--- src/rtl/llqm_pkg.sv ---
// Shared types and constants for the linked-list queue manager.
`timescale 1ns / 1ps

package llqm_pkg;

  localparam int unsigned NODE_W   = 4;
  localparam int unsigned POS_W    = 4;
  localparam int unsigned LEN_W    = 5;
  localparam int unsigned ID_SPACE = 1 << NODE_W;

  typedef enum logic [2:0] {
    REQ_PUSH_FRONT  = 3'd0,
    REQ_PUSH_BACK   = 3'd1,
    REQ_POP         = 3'd2,
    REQ_GET_AT      = 3'd3,
    REQ_REMOVE_AT   = 3'd4,
    REQ_REMOVE_NODE = 3'd5,
    REQ_INDEX_OF    = 3'd6,
    REQ_NEXT_OF     = 3'd7
  } req_e;

  typedef enum logic [1:0] {
    ST_IDLE,
    ST_SWEEP,
    ST_DONE
  } state_e;

  // One queue slot held by a cell.
  typedef struct packed {
    logic              valid;
    logic [NODE_W-1:0] node;
  } slot_t;

  // Probe that travels down the row, one cell per cycle.
  typedef struct packed {
    logic              valid;
    req_e              req;
    logic [NODE_W-1:0] key;
    logic [POS_W-1:0]  pos;
    logic              found;
    logic              nxt;
    logic [NODE_W-1:0] node;
    logic [POS_W-1:0]  idx;
  } tok_t;

  // Broadcast shift command: insert or delete at one position.
  typedef struct packed {
    logic              ins;
    logic              del;
    logic [POS_W-1:0]  pos;
    logic [NODE_W-1:0] node;
  } upd_t;

endpackage

--- src/rtl/llqm_if.sv ---
// Request and response channel interfaces of the linked-list queue manager.
`timescale 1ns / 1ps

interface llqm_req_if;
  logic                        valid;
  logic                        ready;
  llqm_pkg::req_e              req_type;
  logic [llqm_pkg::NODE_W-1:0] node_id;
  logic [llqm_pkg::POS_W-1:0]  position;

  modport source (output valid, output req_type, output node_id, output position,
                  input ready);
  modport sink   (input valid, input req_type, input node_id, input position,
                  output ready);
endinterface

interface llqm_rsp_if;
  logic                        valid;
  logic                        ready;
  logic                        ok;
  logic [llqm_pkg::NODE_W-1:0] node_out;
  logic [llqm_pkg::POS_W-1:0]  index_out;
  logic [llqm_pkg::LEN_W-1:0]  count;

  modport source (output valid, output ok, output node_out, output index_out,
                  output count, input ready);
  modport sink   (input valid, input ok, input node_out, input index_out,
                  input count, output ready);
endinterface

--- src/rtl/linked_list_queue_manager.sv ---
// Top level of the linked-list queue manager: cell row and request control.
`timescale 1ns / 1ps

// The queue is held in order in a row of min(NODES, 16) cells, position 0 at
// the front; a node id can be queued at most once, so at most 16 slots ever
// fill. Each request launches a probe into cell 0 that moves one cell per
// cycle and collects the answer (hit, node, position, duplicate check) as it
// passes; once it leaves the last cell, one broadcast shift inserts or deletes
// a slot and the response is loaded into the output register. A new request is
// accepted only once the last one has finished, its pace set by the probe's
// trip through the cell row. The response register can hold a result
// while the next request is accepted; a request finishes only once that
// register is free. Nodes with id NODES or more are never queued.
module linked_list_queue_manager #(
  parameter int unsigned NODES = 16
) (
  input  logic              clk_i,
  input  logic              rst_ni,
  llqm_req_if.sink          req_i,
  llqm_rsp_if.source        rsp_o
);

  localparam int unsigned CELLS = (NODES < llqm_pkg::ID_SPACE) ? NODES : llqm_pkg::ID_SPACE;

  llqm_pkg::state_e            state_q, state_d;
  llqm_pkg::tok_t              res_q;
  logic [llqm_pkg::LEN_W-1:0]  len_q, len_d;
  logic                        out_valid_q;
  logic                        out_ok_q;
  logic [llqm_pkg::NODE_W-1:0] out_node_q;
  logic [llqm_pkg::POS_W-1:0]  out_idx_q;

  llqm_pkg::tok_t  launch_tok;
  llqm_pkg::tok_t  toks   [CELLS];
  llqm_pkg::slot_t slots  [CELLS];
  llqm_pkg::upd_t  upd;
  logic            accept;
  logic            finish;
  logic            out_free;
  logic            key_ok;
  logic            ok_d;
  logic [llqm_pkg::NODE_W-1:0] node_out_d;
  logic [llqm_pkg::POS_W-1:0]  idx_out_d;

  assign accept   = req_i.valid && req_i.ready;
  assign out_free = !out_valid_q || rsp_o.ready;
  assign key_ok   = (32'(res_q.key) < NODES);

  // Launch the probe into cell 0 on the accepting edge.
  always_comb begin
    launch_tok       = '0;
    launch_tok.valid = accept;
    launch_tok.req   = req_i.req_type;
    launch_tok.key   = req_i.node_id;
    launch_tok.pos   = req_i.position;
  end

  // Cell row: probe flows toward the back, slots shift either way.
  for (genvar k = 0; k < CELLS; k++) begin : g_cell
    llqm_pkg::tok_t  tok_in;
    llqm_pkg::slot_t left;
    llqm_pkg::slot_t right;

    if (k == 0) begin : g_first
      assign tok_in = launch_tok;
      assign left   = '0;
    end else begin : g_inner
      assign tok_in = toks[k-1];
      assign left   = slots[k-1];
    end

    if (k == CELLS - 1) begin : g_last
      assign right = '0;
    end else begin : g_body
      assign right = slots[k+1];
    end

    llqm_cell #(
      .POS(k)
    ) u_cell (
      .clk_i  (clk_i),
      .rst_ni (rst_ni),
      .tok_i  (tok_in),
      .tok_o  (toks[k]),
      .upd_i  (upd),
      .left_i (left),
      .right_i(right),
      .slot_o (slots[k])
    );
  end

  // Next state.
  always_comb begin
    state_d = state_q;
    case (state_q)
      llqm_pkg::ST_IDLE:  if (accept) state_d = llqm_pkg::ST_SWEEP;
      llqm_pkg::ST_SWEEP: if (toks[CELLS-1].valid) state_d = llqm_pkg::ST_DONE;
      llqm_pkg::ST_DONE:  if (out_free) state_d = llqm_pkg::ST_IDLE;
      default:            state_d = llqm_pkg::ST_IDLE;
    endcase
  end

  // Outputs of the control: ready, finish, and the result / shift decision.
  always_comb begin
    req_i.ready = (state_q == llqm_pkg::ST_IDLE);
    finish      = (state_q == llqm_pkg::ST_DONE) && out_free;
    ok_d        = 1'b0;
    node_out_d  = '0;
    idx_out_d   = '0;
    upd         = '0;
    upd.node    = res_q.key;
    case (res_q.req)
      llqm_pkg::REQ_PUSH_FRONT: begin
        ok_d    = key_ok && !res_q.found;
        upd.ins = ok_d;
      end
      llqm_pkg::REQ_PUSH_BACK: begin
        ok_d    = key_ok && !res_q.found;
        upd.ins = ok_d;
        upd.pos = len_q[llqm_pkg::POS_W-1:0];
      end
      llqm_pkg::REQ_POP, llqm_pkg::REQ_REMOVE_AT: begin
        ok_d       = res_q.found;
        node_out_d = res_q.found ? res_q.node : '0;
        upd.del    = res_q.found;
        upd.pos    = (res_q.req == llqm_pkg::REQ_POP) ? '0 : res_q.pos;
      end
      llqm_pkg::REQ_GET_AT, llqm_pkg::REQ_NEXT_OF: begin
        ok_d       = res_q.found;
        node_out_d = res_q.found ? res_q.node : '0;
      end
      llqm_pkg::REQ_REMOVE_NODE: begin
        ok_d    = res_q.found;
        upd.del = res_q.found;
        upd.pos = res_q.idx;
      end
      llqm_pkg::REQ_INDEX_OF: begin
        ok_d      = res_q.found;
        idx_out_d = res_q.found ? res_q.idx : '0;
      end
      default: ok_d = 1'b0;
    endcase
    // Hold the row until the response register can take the result.
    if (!finish) upd = '0;
  end

  always_comb begin
    len_d = len_q;
    if (upd.ins) len_d = len_q + llqm_pkg::LEN_W'(1);
    else if (upd.del) len_d = len_q - llqm_pkg::LEN_W'(1);
  end

  always_ff @(posedge clk_i or negedge rst_ni) begin
    if (!rst_ni) begin
      state_q     <= llqm_pkg::ST_IDLE;
      len_q       <= '0;
      out_valid_q <= 1'b0;
    end else begin
      state_q <= state_d;
      len_q   <= len_d;
      if (finish) out_valid_q <= 1'b1;
      else if (rsp_o.ready) out_valid_q <= 1'b0;
    end
  end

  // Payload registers: capture the probe at the row exit, load the response.
  always_ff @(posedge clk_i) begin
    if (state_q == llqm_pkg::ST_SWEEP && toks[CELLS-1].valid) res_q <= toks[CELLS-1];
    if (finish) begin
      out_ok_q   <= ok_d;
      out_node_q <= node_out_d;
      out_idx_q  <= idx_out_d;
    end
  end

  // Count follows the next value of the length register, which already reflects the request.
  logic [llqm_pkg::LEN_W-1:0] out_cnt_q;
  always_ff @(posedge clk_i) begin
    if (finish) out_cnt_q <= len_d;
  end

  assign rsp_o.valid     = out_valid_q;
  assign rsp_o.ok        = out_ok_q;
  assign rsp_o.node_out  = out_node_q;
  assign rsp_o.index_out = out_idx_q;
  assign rsp_o.count     = out_cnt_q;

endmodule

--- src/rtl/llqm_cell.sv ---
// One queue cell: holds the slot at a fixed position and evaluates the passing probe.
`timescale 1ns / 1ps

module llqm_cell #(
  parameter int unsigned POS = 0
) (
  input  logic            clk_i,
  input  logic            rst_ni,
  input  llqm_pkg::tok_t  tok_i,
  output llqm_pkg::tok_t  tok_o,
  input  llqm_pkg::upd_t  upd_i,
  input  llqm_pkg::slot_t left_i,
  input  llqm_pkg::slot_t right_i,
  output llqm_pkg::slot_t slot_o
);

  logic                        valid_q, valid_d;
  logic [llqm_pkg::NODE_W-1:0] node_q, node_d;
  llqm_pkg::tok_t              tok_q, tok_d;
  logic                        match;
  logic                        at_pos;
  logic                        at_upd;
  logic                        above_upd;

  assign match     = valid_q && (node_q == tok_i.key);
  assign at_pos    = (32'(tok_i.pos) == POS);
  assign at_upd    = (32'(upd_i.pos) == POS);
  assign above_upd = (POS > 32'(upd_i.pos));

  // Probe evaluation against this cell's slot.
  always_comb begin
    tok_d     = tok_i;
    tok_d.nxt = 1'b0;
    case (tok_i.req)
      llqm_pkg::REQ_PUSH_FRONT, llqm_pkg::REQ_PUSH_BACK: begin
        if (match) tok_d.found = 1'b1;
      end
      llqm_pkg::REQ_POP: begin
        if (POS == 0 && valid_q) begin
          tok_d.found = 1'b1;
          tok_d.node  = node_q;
        end
      end
      llqm_pkg::REQ_GET_AT, llqm_pkg::REQ_REMOVE_AT: begin
        if (at_pos && valid_q) begin
          tok_d.found = 1'b1;
          tok_d.node  = node_q;
        end
      end
      llqm_pkg::REQ_REMOVE_NODE, llqm_pkg::REQ_INDEX_OF: begin
        if (match) begin
          tok_d.found = 1'b1;
          tok_d.idx   = llqm_pkg::POS_W'(POS);
        end
      end
      llqm_pkg::REQ_NEXT_OF: begin
        if (tok_i.nxt && valid_q) begin
          tok_d.found = 1'b1;
          tok_d.node  = node_q;
        end
        tok_d.nxt = match;
      end
      default: tok_d = tok_i;
    endcase
  end

  // Shift update: open a gap on insert, close it on delete.
  always_comb begin
    valid_d = valid_q;
    node_d  = node_q;
    if (upd_i.ins) begin
      if (at_upd) begin
        valid_d = 1'b1;
        node_d  = upd_i.node;
      end else if (above_upd) begin
        valid_d = left_i.valid;
        node_d  = left_i.node;
      end
    end else if (upd_i.del) begin
      if (at_upd || above_upd) begin
        valid_d = right_i.valid;
        node_d  = right_i.node;
      end
    end
  end

  always_ff @(posedge clk_i or negedge rst_ni) begin
    if (!rst_ni) begin
      valid_q <= 1'b0;
      tok_q   <= '0;
    end else begin
      valid_q <= valid_d;
      tok_q   <= tok_d;
    end
  end

  always_ff @(posedge clk_i) begin
    node_q <= node_d;
  end

  assign tok_o  = tok_q;
  assign slot_o = '{valid: valid_q, node: node_q};

endmodule

--- src/flat_wrapper.sv ---
// flat-port wrapper written by rule: the top's interface ports become plain ports
module linked_list_queue_manager_flat 
#(
  parameter int unsigned NODES = 16
)
  (clk_i, rst_ni, req_i_valid, req_i_req_type, req_i_node_id, req_i_position, req_i_ready, rsp_o_valid, rsp_o_ok, rsp_o_node_out, rsp_o_index_out, rsp_o_count, rsp_o_ready);
  llqm_req_if req_i_i ();
  llqm_rsp_if rsp_o_i ();
  input  logic clk_i;
  input  logic rst_ni;
  input wire logic [$bits(req_i_i.valid)-1:0] req_i_valid;
  input wire logic [$bits(req_i_i.req_type)-1:0] req_i_req_type;
  input wire logic [$bits(req_i_i.node_id)-1:0] req_i_node_id;
  input wire logic [$bits(req_i_i.position)-1:0] req_i_position;
  output wire logic [$bits(req_i_i.ready)-1:0] req_i_ready;
  output wire logic [$bits(rsp_o_i.valid)-1:0] rsp_o_valid;
  output wire logic [$bits(rsp_o_i.ok)-1:0] rsp_o_ok;
  output wire logic [$bits(rsp_o_i.node_out)-1:0] rsp_o_node_out;
  output wire logic [$bits(rsp_o_i.index_out)-1:0] rsp_o_index_out;
  output wire logic [$bits(rsp_o_i.count)-1:0] rsp_o_count;
  input wire logic [$bits(rsp_o_i.ready)-1:0] rsp_o_ready;
  assign req_i_i.valid = req_i_valid;
  assign req_i_i.req_type = req_i_req_type;
  assign req_i_i.node_id = req_i_node_id;
  assign req_i_i.position = req_i_position;
  assign req_i_ready = req_i_i.ready;
  assign rsp_o_valid = rsp_o_i.valid;
  assign rsp_o_ok = rsp_o_i.ok;
  assign rsp_o_node_out = rsp_o_i.node_out;
  assign rsp_o_index_out = rsp_o_i.index_out;
  assign rsp_o_count = rsp_o_i.count;
  assign rsp_o_i.ready = rsp_o_ready;
  linked_list_queue_manager #(.NODES(NODES)) u_core (.clk_i(clk_i), .rst_ni(rst_ni), .req_i(req_i_i), .rsp_o(rsp_o_i));
endmodule
--- config.mk ---
export PLATFORM = sky130hd
export DESIGN_NAME = linked_list_queue_manager_flat
export DESIGN_NICKNAME = d
export VERILOG_FILES = /design/src/rtl/llqm_pkg.sv /design/src/rtl/llqm_if.sv /design/src/rtl/linked_list_queue_manager.sv /design/src/rtl/llqm_cell.sv /design/src/flat_wrapper.sv
export SDC_FILE = /design/constraint.sdc
export NUM_CORES = 1
export LEC_CHECK = 0
export BUFFER_PORTS_ARGS = -buffer_cell sky130_fd_sc_hd__buf_2
export CAP_MARGIN = 15
export CORE_MARGIN = 1.5
export CORE_UTILIZATION = 55
export CTS_CLUSTER_SIZE = 10
export DETAILED_ROUTE_END_ITERATION = 8
export HOLD_SLACK_MARGIN = 0.08
export PLACE_DENSITY = 0.68
export SLEW_MARGIN = 5
export SYNTH_ARGS = -nofsm -noshare
export SYNTH_HDL_FRONTEND = slang
export SYNTH_SLANG_ARGS = --single-unit
export TNS_END_PERCENT = 5
--- constraint.sdc ---
create_clock -name clk_i -period 3.57 [get_ports clk_i]
set_input_delay 0.714 -clock clk_i [delete_from_list [all_inputs] [get_ports clk_i]]
set_output_delay 0.714 -clock clk_i [all_outputs]
set_load 0.05 [all_outputs]
Yosys cells after proc, flatten, opt, wreduce, memory -nomap -nowiden:

Index checks and enable logic that the tools add are counted.

* bits in registers: 469
* input port bits: 15
* output and inout port bits: 16
* logic and storage cells: 863

* add/subtract/negate cells: 2
* magnitude comparators: 15
* equality and inequality tests: 170
* mux-type cells: 329
* reductions and logical operators: 176

Operators by type and width (number)
* two-way mux 4 bit: 140
* == test 3 bit (second input constant): 68
* two-way mux 1 bit: 148
* one-hot mux 4 bit (2 select lines): 16
* OR reduction 4 bit: 17
* OR reduction 2 bit: 33
* == test 4 bit: 16
* == test 4 bit (second input constant): 16
* == test 3 x 2 -> 1 bit (second input constant): 19
* == test 3 x 1 -> 1 bit (second input constant): 17
* logical NOT 3 bit: 17
* logical AND 1 bit: 50
* AND reduction 3 bit: 16
* != test 3 bit (second input constant): 15
* one-hot mux 1 bit (3 select lines): 15
* nonzero test 2 bit: 17
* == test 4 x 3 -> 1 bit (second input constant): 8
* > comparator 4 bit (first input constant): 8
* == test 4 x 2 -> 1 bit (second input constant): 4
* > comparator 3 x 4 -> 1 bit (first input constant): 4
* logical OR 1 bit: 16
* one-hot mux 4 bit (3 select lines): 1
* two-way mux 10 bit: 1
* two-way mux 5 bit: 2
* other kinds (19): 28

Longest topological paths before layout:

* word-level depth: 9
* mapped depth: 9
* mapped depth without buffers: 7

Hierarchy:

Synthesis repeated with hierarchy kept, for this count alone.

* cells, all modules: 1503
* area total of the unflattened synthesis: 19601.3 um^2

By module, submodules not included
* llqm_cell (u_core.g_cell[6].u_cell ...): instances 2, cells an instance 87, area each 1101.1 um^2
* llqm_cell (u_core.g_cell[10].u_cell ...): instances 2, cells an instance 86, area each 1098.6 um^2
* linked_list_queue_manager: instances 1, cells an instance 119, area each 1760.4 um^2
* llqm_cell (u_core.g_cell[2].u_cell): instances 1, cells an instance 93, area each 1163.6 um^2
* llqm_cell (u_core.g_cell[12].u_cell): instances 1, cells an instance 93, area each 1162.4 um^2
* llqm_cell (u_core.g_cell[4].u_cell): instances 1, cells an instance 93, area each 1156.1 um^2
* llqm_cell (u_core.g_cell[8].u_cell): instances 1, cells an instance 87, area each 1149.9 um^2
* llqm_cell (u_core.g_cell[5].u_cell): instances 1, cells an instance 87, area each 1138.6 um^2
* llqm_cell (u_core.g_cell[15].u_cell): instances 1, cells an instance 92, area each 1123.6 um^2
* llqm_cell (u_core.g_cell[13].u_cell): instances 1, cells an instance 84, area each 1099.8 um^2
* llqm_cell (u_core.g_cell[3].u_cell): instances 1, cells an instance 87, area each 1097.3 um^2
* llqm_cell (u_core.g_cell[14].u_cell): instances 1, cells an instance 86, area each 1096.1 um^2
* llqm_cell (u_core.g_cell[7].u_cell): instances 1, cells an instance 81, area each 1092.3 um^2
* llqm_cell (u_core.g_cell[11].u_cell): instances 1, cells an instance 84, area each 1086.0 um^2
* llqm_cell (u_core.g_cell[0].u_cell): instances 1, cells an instance 71, area each 1076.0 um^2

Worst setup path after synthesis:

OpenSTA, ideal clock, no wires.

* path type: in2reg
* start point: input rsp_o_ready
* end point: register u_core.out_cnt_q (netlist bit u_core.rsp_o.count[3]), data pin
* arrival time: 2408 ps
* required time: 3306 ps
* slack: 898 ps
* stages on the path: 8
* buffers on the path: 1
* path through: nand2b_1 > nand2_1 > clkinv_1 > nand2_1 > buf_4 > inv_2 > o21ai_0 > xnor2_1

* cells in the longest elaborated chain, start to end: 5

Ends and longest elaborated chain
* start: declaration: RTL line flat_wrapper.sv:21 `input wire logic [$bits(rsp_o_i.ready)-1:0] rsp_o_ready;`
* logical OR 1 bit (*): RTL line linked_list_queue_manager.sv:46 `assign out_free = !out_valid_q || rsp_o.ready;`
* logical AND 1 bit (*): RTL line linked_list_queue_manager.sv:106 `finish = (state_q == llqm_pkg::ST_DONE) && out_free;`
* net u_core.finish: RTL line linked_list_queue_manager.sv:38 `logic finish;`
* two-way mux 10 bit (*): RTL line linked_list_queue_manager.sv:144 `if (!finish) upd = '0;`
* two-way mux 5 bit: RTL line linked_list_queue_manager.sv:150 `else if (upd.del) len_d = len_q - llqm_pkg::LEN_W'(1);`
* two-way mux 5 bit (*): RTL line linked_list_queue_manager.sv:149 `if (upd.ins) len_d = len_q + llqm_pkg::LEN_W'(1);`
* net u_core.len_d (one bit): RTL line linked_list_queue_manager.sv:27 `logic [llqm_pkg::LEN_W-1:0] len_q, len_d;`
* end signal: assignment: RTL line linked_list_queue_manager.sv:179 `if (finish) out_cnt_q <= len_d;`
* end: declaration: RTL line linked_list_queue_manager.sv:177 `logic [llqm_pkg::LEN_W-1:0] out_cnt_q;`

The timed path passes the listed nets; every way through them passes the cells marked *.
A chain may end at the register's enable or synchronous reset.

Worst setup path after layout:

* start point: register u_core.res_q[18] (netlist bit)
* end point: register u_core.g_cell[12].u_cell.valid_q

* cells in the longest elaborated chain, start to end: 8

Ends and longest elaborated chain
* start: declaration: RTL line linked_list_queue_manager.sv:26 `llqm_pkg::tok_t res_q;`
* start signal: assignment: RTL line linked_list_queue_manager.sv:168 `if (state_q == llqm_pkg::ST_SWEEP && toks[CELLS-1].valid) res_q <= toks[CELLS-1];`
* == test 3 x 2 -> 1 bit / == test 3 bit (equally long branches): RTL line linked_list_queue_manager.sv:112, linked_list_queue_manager.sv:126
* two-way mux 4 bit / OR reduction 2 bit (equally long branches)
* one-hot mux 4 bit (3 select lines): RTL line linked_list_queue_manager.sv:112 `case (res_q.req)`
* two-way mux 10 bit (*): RTL line linked_list_queue_manager.sv:144
* > comparator 4 bit / == test 4 bit (equally long branches): RTL line llqm_cell.sv:28, llqm_cell.sv:27
* logical OR 1 bit: RTL line llqm_cell.sv:80 `if (at_upd || above_upd) begin`
* nonzero test 2 bit (no line)
* AND reduction 3 bit (no line)
* end signal: assignment: RTL line llqm_cell.sv:92 `valid_q <= valid_d;`
* end: declaration: RTL line llqm_cell.sv:17 `logic valid_q, valid_d;`

Every way passes the cells marked *; elsewhere a longest branch is shown, timed or not.

==> run_results.csv <==
group,metric,value,unit
outcome,run_status,"finished clean",
setup_path,slowest_delay,0.73,ns
setup_path,crit_start,"u_core.res_q[18]$_DFFE_PP_",
cts,post_cts_resized,0,
global_routing,grt_first_pass_wirelength,63830,um
synth,async_flop_share,0.7860,
global_routing,grt_max_degree,102,
final_layout,layout-area-overhead-vs-synth,11.64,%
setup_path,timing.critical_path.max_delay_family,"compound AO/OA/AOI/OAI gates",
setup_path,crit_type,"reg -> reg",
global_routing,number_of_antenna_violations_at_the_first_check_in_global_routing,1,
final_layout,layout.nets,1518,
route,vias_per_cell,5.957,
cts,cts_post_setup_buffers_inserted,0,
synth,synth_simple_gate_area_share,0.1272,
synth,post_synthesis_instance_total,1445,
die,floorplan.initialDensity,0.5604,
synth,synth-edff-count,98,
route,detail_route.first_pass.iterations,6,
pwr,powerDensity,525.0,nW/um2
global_routing,via_count_of_the_first_global_routing_pass,11670,
synth,mapped_cell_area,18280,um2
setup_path,worst-endpoint-arrival,3.51,ns
final_layout,final_layout_size_suffix_gt1_frac,0.1376,
setup_path,cp_data_required_time,4.01,ns
final_layout,nFillCells,2499,
synth,synth.cells.most_frequent,"dfrtp_1, nand2_1, nor2_1",
cts,clockRootBuffer,"clkbuf_16",
synth,synth.yosys.warnings,0,
route,routed-via-count,11720,
synth,synth_top_family_by_area,"simple AND/OR/NAND/NOR gates",
sta,slew_viol_final,0,
sta,achievable-frequency,325.9,MHz
die,row_count,66,
final_layout,layout.cell_area.non_filler,20410,um2
final_layout,postLayoutCoreUtil,0.6256,
setup_path,timing.critical_path.buf_inv,0,
placed_design,io_buffers,30,
synth,synth_sequential_area_ratio,0.6538,
setup_path,worst-path-max-fanout,25,
sta,fin_tns_setup,0,ns
die,die_width,185.3,um
sta,skew,0.02276,ns
cts,cts_tree,"yes",
sta,min_period_over_period,0.8595,
die,pin_count,31,
setup_path,timing.critical_path.from_type,"flip-flop",
job,maxCapViolations,0,
cts,clock-sinks,458,
route,wl_per_cell,20.55,um
die,die_area,34340,um2
setup_path,critical_path_endpoint_category,"flip-flop",
placed_design,dp.cells,1889,
synth,synth.mux.area_fraction,0.04614,
synth,synth_compound_area_frac,0.1124,
cts,cts_buffer_depth,3,
setup_path,timing.critical_path.slowest_stage_cell,"edfxtp_1",
sta,slew_headroom,0.3812,
cts,cts.clk_slew.worst_paths,0.06,ns
route,drt_wl_total,40440,um
final_layout,n_antenna_cell,0,
synth,most_frequent_cell_after_synthesis,"dfrtp_1",
global_routing,grt_usage,0.2454,
pwr,total_leakage_power,8.684,nW
synth,synth_cell_type_count,80,
placed_design,detailedPlacementHpwl,28010,um
sta,period_needed,3.068,ns
placed_design,place.gp.congestion,0.8843,
route,detail_route_antenna_nets,0,
synth,synth.top_cells.by_area,"dfrtp_1, edfxtp_1, mux2_2",
cts,postCtsHoldBufs,0,
setup_path,r2r_start,"u_core.res_q[18]$_DFFE_PP_",
final_layout,final-instance-count-excl-fill,1968,
cts,num_cts_buffers,52,
sta,grt_setup_unrepaired,"no",
cts,ctsHtreeMaxLevel,2,
synth,synth_top_area_cell,"dfrtp_1",
min_path,min-delay-path-class,"in -> async",
synth,yosys_most_used_dff,"dfrtp_1",
sta,worst_pin_slew,0.9265,ns
synth,synthesis.area_per_instance,12.65,um2
die,chipHeight,185.3,um
synth,syn-num-nets,1462,
die,core_region_area,32620,um2
route,drtIter0Drc,938,
sta,finalHoldViolCount,0,
global_routing,global_route.overflow_total,0,
synth,adder_cell_area_share_of_the_yosys_netlist,0.001369,
setup_path,cp_cell_sequence,"nand3b_1, o22ai_1, nand2_1, a21oi_1, mux2_2",
cts,worstSkewPairLatency,0.57,ns
pwr,vdd.ir_drop.worst,0.3762,mV
synth,synth_top_cell_area_share,0.4928,
synth,synth_seq_cells,458,
route,drcViolationCount,0,
sta,setup_viol_count_final,0,
synth,post_synth_xor_area_fraction,0.04073,
placed_design,placed_cell_area,18940,um2
## worst paths after layout
path,cells after the start,to,slack [ns]
max in group asynchronous,2,u_core.g_cell[6].u_cell.tok_o[0]$_DFF_PN0_,2.53
worst min register to register,0,u_core.g_cell[6].u_cell.tok_o[21]$_DFF_PN0_,0.35
worst min-delay path,1,u_core.g_cell[15].u_cell.tok_o[0]$_DFF_PN0_,0.09
worst max register to register,5,u_core.g_cell[12].u_cell.valid_q$_DFFE_PN0P_,0.50
min in group clk_i,1,u_core.g_cell[0].u_cell.tok_o[11]$_DFF_PN0_,0.28
worst max-delay path,5,u_core.g_cell[12].u_cell.valid_q$_DFFE_PN0P_,0.50
## state kept, by name, summed over array words and instances (netlist names)
signal,flops
u_core.rsp_o.index_out,4
u_core.rsp_o.valid,1
u_core.rsp_o.count,5
u_core.state_q,2
u_core.rsp_o.node_out,4
u_core.res_q,20
u_core.g_cell.u_cell.valid_q,16
u_core.g_cell.u_cell.node_q,64
u_core.len_q,5
u_core.rsp_o.ok,1
u_core.g_cell.u_cell.tok_o,336
## kinds of logic (layout without fill, tap and decap cells)
logic type | after synthesis | after routing
buffers and inverters | 73 | 154
flip-flops | 458 | 458
multiplexers | 76 | 76
AND/OR/NAND/NOR | 448 | 448
XOR/XNOR | 85 | 85
adder cells (fa/ha/maj) | 2 | 2
AO/OA/AOI/OAI | 303 | 303
## final cells by class
| type | count | area, um2 | share of cell area |
|---|---|---|---|
| Clock buffer | 76 | 1444 | 0.07076 |
| Timing Repair Buffer | 48 | 332.8 | 0.01631 |
| Clock inverter | 3 | 26.28 | 0.001288 |
| Inverter | 27 | 101.3 | 0.004967 |
| Multi-Input combinational cell | 914 | 5997 | 0.2939 |
| Tap cell | 442 | 553.0 | 0.02710 |
| Sequential cell | 458 | 11950 | 0.5857 |
## cells in the final DEF (no fill, tap or decap), types with 29 or more instances in the layout
cell,Yosys,final
mux2_2,62,62
a21oi_1,66,66
o21ai_0,61,61
nand3_1,51,50
buf_2,16,29
clkbuf_16,0,54
edfxtp_1,98,98
nand2b_1,32,32
nand2_1,127,127
nor2_1,105,105
xnor2_1,40,40
xor2_1,45,45
a31oi_1,35,35
dfrtp_1,360,360
o211ai_1,44,44
## through the flow
stage	total power, mW	worst slack [ns]	hold slack (ns)
final	10.71	0.5016	0.08582
after global routing	11.09	0.3058	0.1274
after CTS	10.80	0.5583	0.1161
after detailed placement	6.133	0.5896	0.3347
after global placement	6.122	0.6891	0.3318
after floorplan	5.927	0.8978	0.3312
## report_power, final
group          switching [mW]  internal (mW)  leakage, nW  total, mW
sequential              0.163           5.54         5.41       5.70
combinational           0.203          0.136         2.56      0.339
clock                    1.92           2.75        0.712       4.67
## per-layer routing
metal | wire length, um | global-route usage
met3 | 2912 | 0.04227
met5 | 0 | 0
met4 | 1292 | 0.09008
met1 | 15590 | 0.3067
met2 | 20640 | 0.4282
No activity file was read; power rests on OpenSTA's default activity.
